`config.mk`:
```
export PLATFORM = sky130hd
export DESIGN_NAME = job_slot_request_tracker_core
export DESIGN_NICKNAME = d
export VERILOG_FILES = /design/src/rtl/jsrt_pkg.sv /design/src/rtl/jsrt_ctrl.sv /design/src/rtl/jsrt_dp.sv /design/src/rtl/job_slot_request_tracker_core.sv
export SDC_FILE = /design/constraint.sdc
export NUM_CORES = 1
export LEC_CHECK = 0
export ABC_AREA = 1
export BUFFER_PORTS_ARGS = -buffer_cell sky130_fd_sc_hd__buf_2
export CELL_PAD_IN_SITES_DETAIL_PLACEMENT = 1
export CELL_PAD_IN_SITES_GLOBAL_PLACEMENT = 2
export CORE_ASPECT_RATIO = 1.5
export CORE_MARGIN = 2
export CORE_UTILIZATION = 41
export CTS_BUF_LIST = sky130_fd_sc_hd__clkbuf_8
export DETAILED_ROUTE_END_ITERATION = 10
export HOLD_SLACK_MARGIN = 0.12
export PLACE_DENSITY = 0.84
export REMOVE_ABC_BUFFERS = 1
export SLEW_MARGIN = 20
export SYNTH_ARGS = -nofsm -noshare
export SYNTH_HDL_FRONTEND = slang
export SYNTH_SLANG_ARGS = --single-unit
```
`constraint.sdc`:
```
create_clock -name i_clk -period 8.07 [get_ports i_clk]
set_input_delay 0.4035 -clock i_clk [delete_from_list [all_inputs] [get_ports i_clk]]
set_output_delay 0.4035 -clock i_clk [all_outputs]
set_load 0.02 [all_outputs]
```
`src/rtl/jsrt_pkg.sv`:
```
package jsrt_pkg;

    localparam logic [2:0] OP_CLAIM   = 3'd0;
    localparam logic [2:0] OP_RELEASE = 3'd1;
    localparam logic [2:0] OP_REQUEST = 3'd2;
    localparam logic [2:0] OP_CONSUME = 3'd3;
    localparam logic [2:0] OP_RUN     = 3'd4;
    localparam logic [2:0] OP_DONE    = 3'd5;
    localparam logic [2:0] OP_BUSY    = 3'd6;
    localparam logic [2:0] OP_DROPS   = 3'd7;

    localparam logic [2:0] MODE_FREE     = 3'd0;
    localparam logic [2:0] MODE_IDLE     = 3'd1;
    localparam logic [2:0] MODE_ARMED    = 3'd2;
    localparam logic [2:0] MODE_SCANNING = 3'd3;
    localparam logic [2:0] MODE_READY    = 3'd4;

    localparam logic [1:0] ST_OK      = 2'd0;
    localparam logic [1:0] ST_REFUSED = 2'd1;
    localparam logic [1:0] ST_RETRY   = 2'd2;

    typedef struct packed {
        logic       pend;
        logic       rerun;
        logic [2:0] mode;
    } t_slot_ent;

    typedef struct packed {
        logic cap;
        logic rd;
        logic exec;
        logic claim_ck;
        logic scan_inc;
        logic load_out;
    } t_dp_cmd;

    typedef struct packed {
        logic is_claim;
        logic ent_free;
        logic scan_last;
    } t_dp_sts;

endpackage

```
`src/rtl/jsrt_ctrl.sv`:
```
module jsrt_ctrl
    import jsrt_pkg::*;
(
    input  logic    i_clk,
    input  logic    i_rst_n,
    input  logic    i_valid,
    output logic    o_ready,
    output logic    o_valid,
    input  logic    i_ready,
    input  t_dp_sts i_sts,
    output t_dp_cmd o_cmd
);

    localparam logic [2:0] S_IDLE    = 3'd0;
    localparam logic [2:0] S_READ    = 3'd1;
    localparam logic [2:0] S_EXEC    = 3'd2;
    localparam logic [2:0] S_SCAN_CK = 3'd3;
    localparam logic [2:0] S_DONE    = 3'd4;

    logic [2:0] r_state, n_state;
    logic       r_out_vld, n_out_vld;
    logic       w_out_free;

    assign w_out_free = !r_out_vld || i_ready;
    assign o_ready    = (r_state == S_IDLE);
    assign o_valid    = r_out_vld;

    always_comb begin
        n_state = r_state;
        o_cmd   = '0;
        case (r_state)
            S_IDLE: begin
                if (i_valid) begin
                    o_cmd.cap = 1'b1;
                    n_state   = S_READ;
                end
            end
            S_READ: begin
                o_cmd.rd = 1'b1;
                n_state  = i_sts.is_claim ? S_SCAN_CK : S_EXEC;
            end
            S_EXEC: begin
                o_cmd.exec = 1'b1;
                n_state    = S_DONE;
            end
            S_SCAN_CK: begin
                o_cmd.claim_ck = 1'b1;
                if (i_sts.ent_free || i_sts.scan_last) begin
                    n_state = S_DONE;
                end else begin
                    o_cmd.scan_inc = 1'b1;
                    n_state        = S_READ;
                end
            end
            S_DONE: begin
                if (w_out_free) begin
                    o_cmd.load_out = 1'b1;
                    n_state        = S_IDLE;
                end
            end
            default: begin
                n_state = S_IDLE;
            end
        endcase
    end

    always_comb begin
        n_out_vld = r_out_vld;
        if (o_cmd.load_out) begin
            n_out_vld = 1'b1;
        end else if (i_ready) begin
            n_out_vld = 1'b0;
        end
    end

    always_ff @(posedge i_clk) begin
        if (!i_rst_n) begin
            r_state   <= S_IDLE;
            r_out_vld <= 1'b0;
        end else begin
            r_state   <= n_state;
            r_out_vld <= n_out_vld;
        end
    end

    a_load_sets_valid: assert property (@(posedge i_clk) disable iff (!i_rst_n)
        o_cmd.load_out |=> r_out_vld)
        else $error("result load did not raise output valid");

    a_no_overwrite: assert property (@(posedge i_clk) disable iff (!i_rst_n)
        o_cmd.load_out |-> (!r_out_vld || i_ready))
        else $error("pending result overwritten");

    a_accept_reads: assert property (@(posedge i_clk) disable iff (!i_rst_n)
        (i_valid && o_ready) |=> (r_state == S_READ))
        else $error("accepted command did not start a slot read");

endmodule

```
`src/rtl/jsrt_dp.sv`:
```
module jsrt_dp
    import jsrt_pkg::*;
#(
    parameter int SLOT_COUNT = 16
) (
    input  logic        i_clk,
    input  logic        i_rst_n,
    input  t_dp_cmd     i_cmd,
    output t_dp_sts     o_sts,
    input  logic [2:0]  i_opcode,
    input  logic [7:0]  i_slot_handle,
    output logic [1:0]  o_status,
    output logic [7:0]  o_granted_handle,
    output logic        o_job_push,
    output logic [7:0]  o_job_slot,
    output logic        o_scan_go,
    output logic        o_slot_busy,
    output logic [31:0] o_drop_total
);

    localparam int IW = (SLOT_COUNT > 1) ? $clog2(SLOT_COUNT) : 1;

    t_slot_ent r_mem [SLOT_COUNT];
    logic [SLOT_COUNT-1:0] r_vld;

    logic [2:0]    r_op;
    logic [7:0]    r_hdl;
    logic [IW-1:0] r_scan;
    t_slot_ent     r_ent;
    logic          r_ent_vld;
    logic [31:0]   r_drop;

    logic [1:0]  r_st_status;
    logic [7:0]  r_st_grant;
    logic        r_st_push;
    logic [7:0]  r_st_job;
    logic        r_st_go;
    logic        r_st_busy;
    logic [31:0] r_st_drops;

    logic          w_hdl_ok;
    logic [7:0]    w_hm1;
    logic [IW-1:0] w_idx;
    logic [IW-1:0] w_ra;
    t_slot_ent     w_ent;
    logic          w_free;
    logic          w_last;

    t_slot_ent     w_nxt;
    logic          w_we;
    logic [IW-1:0] w_wa;
    logic          w_res_ld;
    logic          w_drop_inc;
    logic [1:0]    w_status;
    logic [7:0]    w_grant;
    logic          w_push;
    logic          w_go;
    logic          w_busy;
    logic [31:0]   w_drops;

    assign w_hdl_ok = (r_hdl != 8'd0) && (r_hdl <= 8'(SLOT_COUNT));
    assign w_hm1    = r_hdl - 8'd1;
    assign w_idx    = w_hdl_ok ? w_hm1[IW-1:0] : '0;
    assign w_ra     = (r_op == OP_CLAIM) ? r_scan : w_idx;
    assign w_ent    = r_ent_vld ? r_ent : '0;
    assign w_free   = (w_ent.mode == MODE_FREE);
    assign w_last   = (r_scan == IW'(SLOT_COUNT - 1));

    assign o_sts.is_claim  = (r_op == OP_CLAIM);
    assign o_sts.ent_free  = w_free;
    assign o_sts.scan_last = w_last;

    always_comb begin
        w_nxt      = w_ent;
        w_we       = 1'b0;
        w_wa       = w_idx;
        w_res_ld   = 1'b0;
        w_drop_inc = 1'b0;
        w_status   = ST_OK;
        w_grant    = 8'd0;
        w_push     = 1'b0;
        w_go       = 1'b0;
        w_busy     = 1'b0;
        w_drops    = 32'd0;
        if (i_cmd.claim_ck) begin
            w_wa = r_scan;
            if (w_free) begin
                w_nxt.mode  = MODE_IDLE;
                w_nxt.rerun = 1'b0;
                w_we        = 1'b1;
                w_grant     = 8'(r_scan) + 8'd1;
                w_res_ld    = 1'b1;
            end else if (w_last) begin
                w_status   = ST_REFUSED;
                w_drop_inc = (r_drop != '1);
                w_res_ld   = 1'b1;
            end
        end else if (i_cmd.exec) begin
            w_res_ld = 1'b1;
            if (r_op == OP_DROPS) begin
                w_drops = r_drop;
            end else if (!w_hdl_ok) begin
                w_status = ST_REFUSED;
            end else begin
                w_we = 1'b1;
                case (r_op)
                    OP_RELEASE: begin
                        if (w_ent.mode == MODE_SCANNING) begin
                            w_status = ST_RETRY;
                        end else begin
                            w_nxt.mode = MODE_FREE;
                        end
                    end
                    OP_REQUEST: begin
                        if (w_ent.mode == MODE_IDLE) begin
                            w_nxt.mode  = MODE_ARMED;
                            w_nxt.pend  = 1'b1;
                            w_push      = !w_ent.pend;
                        end else if (w_ent.mode == MODE_FREE) begin
                            w_status = ST_REFUSED;
                        end else begin
                            w_nxt.rerun = 1'b1;
                        end
                    end
                    OP_CONSUME: begin
                        if (w_ent.mode == MODE_ARMED) begin
                            w_nxt.pend = 1'b1;
                            w_push     = !w_ent.pend;
                            w_status   = ST_REFUSED;
                        end else if (w_ent.mode == MODE_READY) begin
                            w_nxt.mode = MODE_IDLE;
                            if (w_ent.rerun) begin
                                w_nxt.rerun = 1'b0;
                                w_nxt.mode  = MODE_ARMED;
                                w_nxt.pend  = 1'b1;
                                w_push      = !w_ent.pend;
                            end
                        end else begin
                            w_status = ST_REFUSED;
                        end
                    end
                    OP_RUN: begin
                        w_nxt.pend = 1'b0;
                        if (w_ent.mode == MODE_ARMED) begin
                            w_nxt.mode = MODE_SCANNING;
                            w_go       = 1'b1;
                        end
                    end
                    OP_DONE: begin
                        if (w_ent.mode == MODE_SCANNING) begin
                            w_nxt.mode = MODE_READY;
                        end else begin
                            w_status = ST_REFUSED;
                        end
                    end
                    OP_BUSY: begin
                        w_busy = w_ent.mode inside {MODE_ARMED, MODE_SCANNING, MODE_READY};
                    end
                    default: begin
                        w_we = 1'b0;
                    end
                endcase
            end
        end
    end

    always_ff @(posedge i_clk) begin
        if (i_cmd.cap) begin
            r_op  <= i_opcode;
            r_hdl <= i_slot_handle;
        end
        if (i_cmd.rd) begin
            r_ent     <= r_mem[w_ra];
            r_ent_vld <= r_vld[w_ra];
        end
        if (w_we) begin
            r_mem[w_wa] <= w_nxt;
        end
        if (w_res_ld) begin
            r_st_status <= w_status;
            r_st_grant  <= w_grant;
            r_st_push   <= w_push;
            r_st_job    <= w_push ? r_hdl : 8'd0;
            r_st_go     <= w_go;
            r_st_busy   <= w_busy;
            r_st_drops  <= w_drops;
        end
        if (i_cmd.load_out) begin
            o_status         <= r_st_status;
            o_granted_handle <= r_st_grant;
            o_job_push       <= r_st_push;
            o_job_slot       <= r_st_job;
            o_scan_go        <= r_st_go;
            o_slot_busy      <= r_st_busy;
            o_drop_total     <= r_st_drops;
        end
    end

    always_ff @(posedge i_clk) begin
        if (!i_rst_n) begin
            r_vld  <= '0;
            r_drop <= 32'd0;
            r_scan <= '0;
        end else begin
            if (w_we) begin
                r_vld[w_wa] <= 1'b1;
            end
            if (w_drop_inc) begin
                r_drop <= r_drop + 32'd1;
            end
            if (i_cmd.cap) begin
                r_scan <= '0;
            end else if (i_cmd.scan_inc) begin
                r_scan <= r_scan + IW'(1);
            end
        end
    end

    a_drop_monotonic: assert property (@(posedge i_clk) disable iff (!i_rst_n)
        $past(i_rst_n) |-> (r_drop >= $past(r_drop)))
        else $error("drop counter went backwards");

    a_push_slot: assert property (@(posedge i_clk) disable iff (!i_rst_n)
        i_cmd.exec |=> (!r_st_push || (r_st_job == $past(r_hdl))))
        else $error("job push carries wrong slot");

endmodule

```
`src/rtl/job_slot_request_tracker_core.sv`:
```
// job slot request tracker
// input channel: i_valid / o_ready carry i_opcode and i_slot_handle; a command
// transfers when both are high. output channel: o_valid / i_ready carry one
// result per command (status, granted handle, job push, scan go, busy, drops).
// a command is taken only while the block is idle; each command produces
// exactly one result, in order.
// the command is captured, its slot entry read, then executed, and the result
// loaded for output. claim instead reads the slot table one entry at a time
// from the lowest handle, checking each, until it finds a free entry or
// reaches the last (at most SLOT_COUNT entries looked at). a new command is
// taken only after the previous one has been loaded into the output register.
// the finished result sits in an output register; the next command can be
// taken while it waits. if the receiver stalls, the following result is held
// internally and the block stops taking commands until the register frees.
// synchronous active-low reset: all slots free, flags and drop count cleared,
// no result pending. no clearing pass is needed.
module job_slot_request_tracker_core
    import jsrt_pkg::*;
#(
    parameter int SLOT_COUNT = 16
) (
    input  logic        i_clk,
    input  logic        i_rst_n,
    input  logic        i_valid,
    output logic        o_ready,
    input  logic [2:0]  i_opcode,
    input  logic [7:0]  i_slot_handle,
    output logic        o_valid,
    input  logic        i_ready,
    output logic [1:0]  o_status,
    output logic [7:0]  o_granted_handle,
    output logic        o_job_push,
    output logic [7:0]  o_job_slot,
    output logic        o_scan_go,
    output logic        o_slot_busy,
    output logic [31:0] o_drop_total
);

    t_dp_cmd w_cmd;
    t_dp_sts w_sts;

    jsrt_ctrl u_ctrl (
        .i_clk   (i_clk),
        .i_rst_n (i_rst_n),
        .i_valid (i_valid),
        .o_ready (o_ready),
        .o_valid (o_valid),
        .i_ready (i_ready),
        .i_sts   (w_sts),
        .o_cmd   (w_cmd)
    );

    jsrt_dp #(
        .SLOT_COUNT (SLOT_COUNT)
    ) u_dp (
        .i_clk            (i_clk),
        .i_rst_n          (i_rst_n),
        .i_cmd            (w_cmd),
        .o_sts            (w_sts),
        .i_opcode         (i_opcode),
        .i_slot_handle    (i_slot_handle),
        .o_status         (o_status),
        .o_granted_handle (o_granted_handle),
        .o_job_push       (o_job_push),
        .o_job_slot       (o_job_slot),
        .o_scan_go        (o_scan_go),
        .o_slot_busy      (o_slot_busy),
        .o_drop_total     (o_drop_total)
    );

endmodule

```
==> results of run 1 <==
-- flip-flops by register name, summed over array words and instances, names as in the netlist, 8 cells and up --
register,count
u_dp.r_mem,80
u_dp.r_st_job,8
u_dp.r_hdl,8
u_dp.r_st_drops,32
u_dp.o_job_slot,8
u_dp.r_vld,16
u_dp.r_drop,32
u_dp.o_drop_total,32
-- kinds of logic (layout without fill, tap and decap cells) --
group / after synthesis / count (layout) / share of synthesized area
compound gates: 80 / 80 / 0.0451
xor+xnor: 28 / 28 / 0.0219
fa+ha+maj: 3 / 3 / 0.00335
buf+inv: 217 / 348 / 0.0778
flops: 253 / 253 / 0.628
other cells: 1 / 6 / 0.000335
simple gates: 547 / 547 / 0.223
-- power by group through the flow --
stage / sequential, mW / clock (mW) / combinational (mW)
after CTS: 1.47 / 1.24 / 0.219
final: 1.47 / 1.21 / 0.217
after detailed placement: 1.50 / 0 / 0.214
after global placement: 1.50 / 0 / 0.209
after global routing: 1.47 / 1.29 / 0.237
after floorplan: 1.50 / 0 / 0.124
-- cell usage after synthesis, types with 2 or more instances --
library cell    n
nand2_1       204
edfxtp_1      197
inv_1         172
nand3_1       143
nor2_1        105
dfxtp_1        56
a21oi_1        36
xor2_1         28
nor3_1         27
buf_2          18
o21ai_0        17
nand3b_1       16
nor2_2         15
nand2_2        13
nand4_1        13
inv_2          10
a21oi_2         8
clkbuf_1        7
buf_4           5
ha_1            3
nor4_1          3
o211ai_1        3
o21ai_2         3
o21ai_4         3
a211oi_1        2
a221oi_1        2
a31oi_1         2
buf_6           2
o21ai_1         2
-- cells in the final DEF (no fill, tap or decap), types with 10 or more instances in the layout --
cell type,n
a21oi_1,36
o21ai_0,17
clkbuf_8,46
nor2_1,105
buf_2,66
nand2_2,13
nand4_1,13
nand3b_1,16
nor3_1,27
nand3_1,143
nor2_2,15
dlygate4sd3_1,12
buf_4,10
nand2_1,204
dfxtp_1,56
inv_2,10
edfxtp_1,197
inv_1,184
xor2_1,28
-- per-layer routing --
layer  global-route usage  up-vias
li1                     -     3930
met1                0.221     4057
met2                0.430      145
met3               0.0297       74
met4               0.0924        0
met5                    0        -
-- cell type report --
type	count	area (um^2)	share of cell area
Clock inverter	30	260	0.0202
Inverter	184	692	0.0536
Timing Repair Buffer	88	526	0.0407
Tap cell	342	428	0.0331
Clock buffer	46	633	0.0490
Sequential cell	253	7040	0.545
Multi-Input combinational cell	664	3330	0.258
-- worst min path at each step --
stage	start	end	slack, ns	cells past startpoint
floorplan	u_dp.r_st_drops[0]	u_dp.o_drop_total[0]	0.40	0
global placement	u_dp.r_st_grant[3]	u_dp.o_granted_handle[3]	0.40	0
detailed placement	u_dp.r_st_go	u_dp.o_scan_go	0.41	0
CTS	i_rst_n	u_dp.r_drop[3]	0.12	3
global route	i_rst_n	u_dp.r_drop[3]	0.14	3
finish	i_rst_n	u_dp.r_drop[3]	0.16	3
-- critical path, stage by stage (launching register included) --
cell	delay (ns)
edfxtp_1	0.49
nor2_2	0.18
nand2_2	0.13
inv_2	0.18
nand2_2	0.54
nand2_2	0.89
nand2_1	0.13
nand3_1	0.14
nand3_1	0.10
nand3_1	0.18
nand2_1	0.08
-- metrics by stage --
| stage | power [mW] | hold WS, ns | instance area [um^2] | util |
|---|---|---|---|---|
| global route | 3.01 | 0.145 | 12900 | 0.478 |
| detailed placement | 1.71 | 0.405 | 11900 | 0.440 |
| global placement | 1.71 | 0.400 | 11900 | 0.440 |
| finish | 2.90 | 0.164 | 12900 | 0.478 |
| floorplan | 1.63 | 0.400 | 11000 | - |
| CTS | 2.93 | 0.122 | 12900 | 0.478 |
==> results.ini, run 1 <==
[placement]
pre_cts_ws_ns=4.73
gp_congestion=0.856
port_buffers=66
place_hpwl_um=21500
dp_cells=1519

[grt]
grt_pass1_vias=8822
grt_max_degree=47
gr-total-overflow=0
grt_use_total=0.215
grt_pass1_wl_um=47600
antenna_found_initial=0

[pwr]
peakVddDrop_mv=0.150
leakagePower_nw=5.06
p_int_mw=2.19
switchingPower_mw=0.709
clkPwrFrac=0.418
pwr-share-seq=0.507
p_sw_frac=0.244
power.share.combinational=0.075
powerDensity_mw_per_mm2=225

[synthesis]
yosysWarnings=0
post-synth-top-area-cell=edfxtp_1
ys_types=43
syn_area_per_cell_um2=9.92
synth_seq_cells=253
synthArstFlopShare=0
synthesis.area_mm2=0.0112
synth_top_cell_area_share=0.528
synth.area.top_cells=edfxtp_1 (53%), dfxtp_1 (10%), nand2_1 (6.8%)
syn_inst=1129
synth_flop_cell=edfxtp_1
seq_area_frac_synth=0.628
synth_edf_count=197

[setup_path]
crit_end=u_dp.r_ent[0]
worstPathMaxFanout=43
startpoint=u_dp.r_op[1]
cp-start-kind=flop
r2r_end=u_dp.r_ent[0]
r2r-start=u_dp.r_op[1]
reg2reg_depth=10
end_kind=flop
r2r_slack_ns=4.74
arrival_ns=3.65
cp_data_required_time_ns=8.39
critical_path_class=reg2reg

[timing]
worst_pin_slew_ns=1.10
finalClockSkew_ns=0.0321
finalSetupViolations=0
setup_slack_ns=4.74
slew_violations=0
period_minus_slack_ns=3.33
fin_crit_sh=0.413
fmax_mhz=300
grt_setup_unrepaired=no
relSlewSlack=0.268
final.setup.tns_ns=0
hold_viol_final=0

[hold_path]
hold_class=in2reg

[clock_network]
cts.sinks=253
ctsResizeCount=0
cts.clk_slew.worst_paths_ns=0.07
clkLatencyLatePin_ns=0.57
post_cts_buffers=0
numCtsBuffers=41
cts.htree.levels=2
ctsLongestPathBuffers=3
root_buffer=clkbuf_8
cts_hold_buf=12
cts_tree=built

[layout]
drive_gt1_frac=0.157
finalNonFillerCells=1607
fill_cells=3143
area_delta_synth_final_pct=15.2
diodes=0
num-nets-final=1250

[die]
start_util=0.414
die_w_um=139
core_mm2=0.0270
dieArea_mm2=0.0287
io_pins=70
dieHeight_um=206
num_rows=74

[routing]
drt-total-wl_um=30400
vias=8206
drc=0
initialDrtViolationCount=288
dr.pass1.iters=4
avgViaCountPerCell=5.11
routed.top_layer=met4
ant_nets=0
met3WireLength_um=988
wl_per_cell_um=18.9
wl_met1_um=10900
dr_wl_met2_um=17400

[outcome]
status=finished, final reports clean

[flow_run]
cap_violations=0

Note: power is estimated with default switching activity, not from simulation.
==> run 2: changes to the inputs <==
- clock period: 8.07 -> 3.2 ns (I/O delays scaled with it)
==> run 2 against run 1 <==
Against the previous run: via count increased by 0.40%; global-route usage increased by 0.50 points; first-iteration DRC count grew 46%; register-to-register slack lost 4.3 ns; critical path depth up 3; largest cell class unchanged; highest routed layer unchanged.
==> results.ini, run 2 (synthesis gave the netlist of run 1 again) <==
[outcome]
status=finished, final reports clean

[layout]
drive_gt1_frac=0.165  ; +0.00806
num-nets-final=1264  ; +1.1%
largest_register_ffs=80  ; unchanged
regMostFlops=u_dp.r_mem
final_cell_mix=nand2_1 (204), edfxtp_1 (197), inv_1 (184)
fin_util=0.483  ; +0.00592
area_delta_synth_final_pct=16.7
diodes=0  ; unchanged
final_common_cell=nand2_1
fill_cells=3060  ; -2.6%
seqCellArea_mm2=0.00704  ; unchanged
multiInputGateArea_mm2=0.00333  ; unchanged

[timing]
period_minus_slack_ns=2.77  ; -0.563 ns
hold_viol_final=0  ; unchanged
fin_crit_sh=0.865  ; +0.452
grt_setup_unrepaired=no
relSlewSlack=0.268  ; about the same
finalSetupViolations=0  ; unchanged
fmax_mhz=361  ; +20%
finalClockSkew_ns=0.0179  ; -0.0142 ns
slew_violations=0  ; unchanged
worst_pin_slew_ns=1.10  ; -0.00123 ns
final.setup.tns_ns=0  ; unchanged
whs_ns=0.325  ; +0.161 ns

[grt]
gr-total-overflow=0  ; unchanged
grt_pass1_vias=8818  ; -0.045%
grt_use_total=0.220  ; +0.00498
grt_max_degree=47  ; unchanged
antenna_found_initial=0  ; unchanged
grt_pass1_wl_um=48600  ; +2.0%

[clock_network]
numCtsBuffers=40  ; -2.4%
post_cts_buffers=0  ; unchanged
cts.clk_slew.worst_paths_ns=0.07  ; about the same
cts.htree.levels=2  ; unchanged
cts_tree=built
cts_hold_buf=14  ; +2
cts.sinks=253  ; unchanged
ctsLongestPathBuffers=3  ; unchanged
ctsResizeCount=0  ; unchanged
clkLatencyLatePin_ns=0.55  ; -0.02 ns
root_buffer=clkbuf_8

[routing]
drt-total-wl_um=30900  ; +1.4%
vias=8239  ; +0.40%
ant_nets=0  ; unchanged
avgViaCountPerCell=5.09  ; -0.28%
drc=0  ; unchanged
dr.pass1.iters=5  ; +1
initialDrtViolationCount=420  ; +46%
wl_per_cell_um=19.1  ; +0.72%

[placement]
gp_congestion=0.826  ; -3.5%
place_hpwl_um=21800  ; +1.6%
port_buffers=66  ; unchanged

[setup_path]
critical_path_class=reg2reg
worstPathMaxFanout=16  ; -63%
cp_data_required_time_ns=3.31  ; -5.08 ns
end_kind=flop
cp-start-kind=flop
arrival_ns=2.88  ; -0.77 ns

[pwr]
peakVddDrop_mv=0.381  ; +150%
powerDensity_mw_per_mm2=569  ; +150%
p_total_mw=7.44  ; +160%
leakagePower_nw=5.16  ; +1.9%

[hold_path]
hold_class=in2reg

[die]
dieArea_mm2=0.0287  ; unchanged
num_rows=74  ; unchanged
core_mm2=0.0270  ; unchanged
dieHeight_um=206  ; unchanged
io_pins=70  ; unchanged
start_util=0.414  ; unchanged
die_w_um=139  ; unchanged

[flow_run]
cap_violations=0  ; unchanged

[run 2: cell types whose count changed in the layout (fill, tap and decap cells not counted)]
cell           previous run  this run
buf_12                    0         1
buf_4                    10        22
bufinv_16                 5         6
clkbuf_8                 46        49
clkinv_1                  5         2
clkinv_2                  8         5
clkinvlp_4                2         0
dlygate4sd3_1            12        14
[run 2: worst max-delay path, cell delays in order, from the launching register on]
cell and delay [ns]:
edfxtp_1 0.37, inv_1 0.14, ha_1 0.23, nand2_1 0.10
nand2_1 0.10, nand2_2 0.07, nor2_4 0.13, nand2_4 0.09
inv_1 0.16, nand2_1 0.13, nor2_1 0.18, nand4_1 0.10
o211ai_1 0.10, nand2_1 0.43
[run 2: final timing paths]
| path | from | end | slack [ns] | depth (start not counted) |
|---|---|---|---|---|
| worst max-delay path | u_dp.r_hdl[0] | u_dp.r_mem[6][0] | 0.43 | 13 |
| worst min-delay path | i_opcode[0] | u_dp.r_op[0] | 0.32 | 2 |
| worst max register to register | u_dp.r_hdl[0] | u_dp.r_mem[6][0] | 0.43 | 13 |
| worst min register to register | u_dp.r_st_drops[21] | u_dp.o_drop_total[21] | 0.42 | 0 |
[run 2: area by class of cell]
| class | instances | area share |
|---|---|---|
| Clock inverter | 23 | 0.0191 |
| Sequential cell | 253 | 0.538 |
| Inverter | 184 | 0.0529 |
| Clock buffer | 49 | 0.0516 |
| Timing Repair Buffer | 103 | 0.0502 |
| Multi-Input combinational cell | 664 | 0.255 |
| Tap cell | 342 | 0.0327 |
[run 2: per-stage QoR]
stage / cell area [um^2] / std cells / worst slack [ns]
after global placement: 12000 / 1532 / 0.504
after global routing: 13100 / 1618 / 0.250
after detailed placement: 12000 / 1532 / 0.463
after CTS: 13100 / 1618 / 0.441
final: 13100 / 1618 / 0.432
after floorplan: 11000 / 1101 / -2.62
[run 2: where the power goes]
part           switching, mW  total, mW  internal, mW
clock                   1.29       3.16          1.87
combinational          0.428      0.576         0.148
sequential            0.0485       3.71          3.66
[run 2: per-layer routing]
layer,wire [um],global-route usage,up-vias,share of wire
met3,854,0.0310,60,0.028
met4,1030,0.0877,0,0.033
li1,-,-,3959,-
met5,0,0,-,0
met1,11500,0.233,4095,0.37
met2,17500,0.435,125,0.57
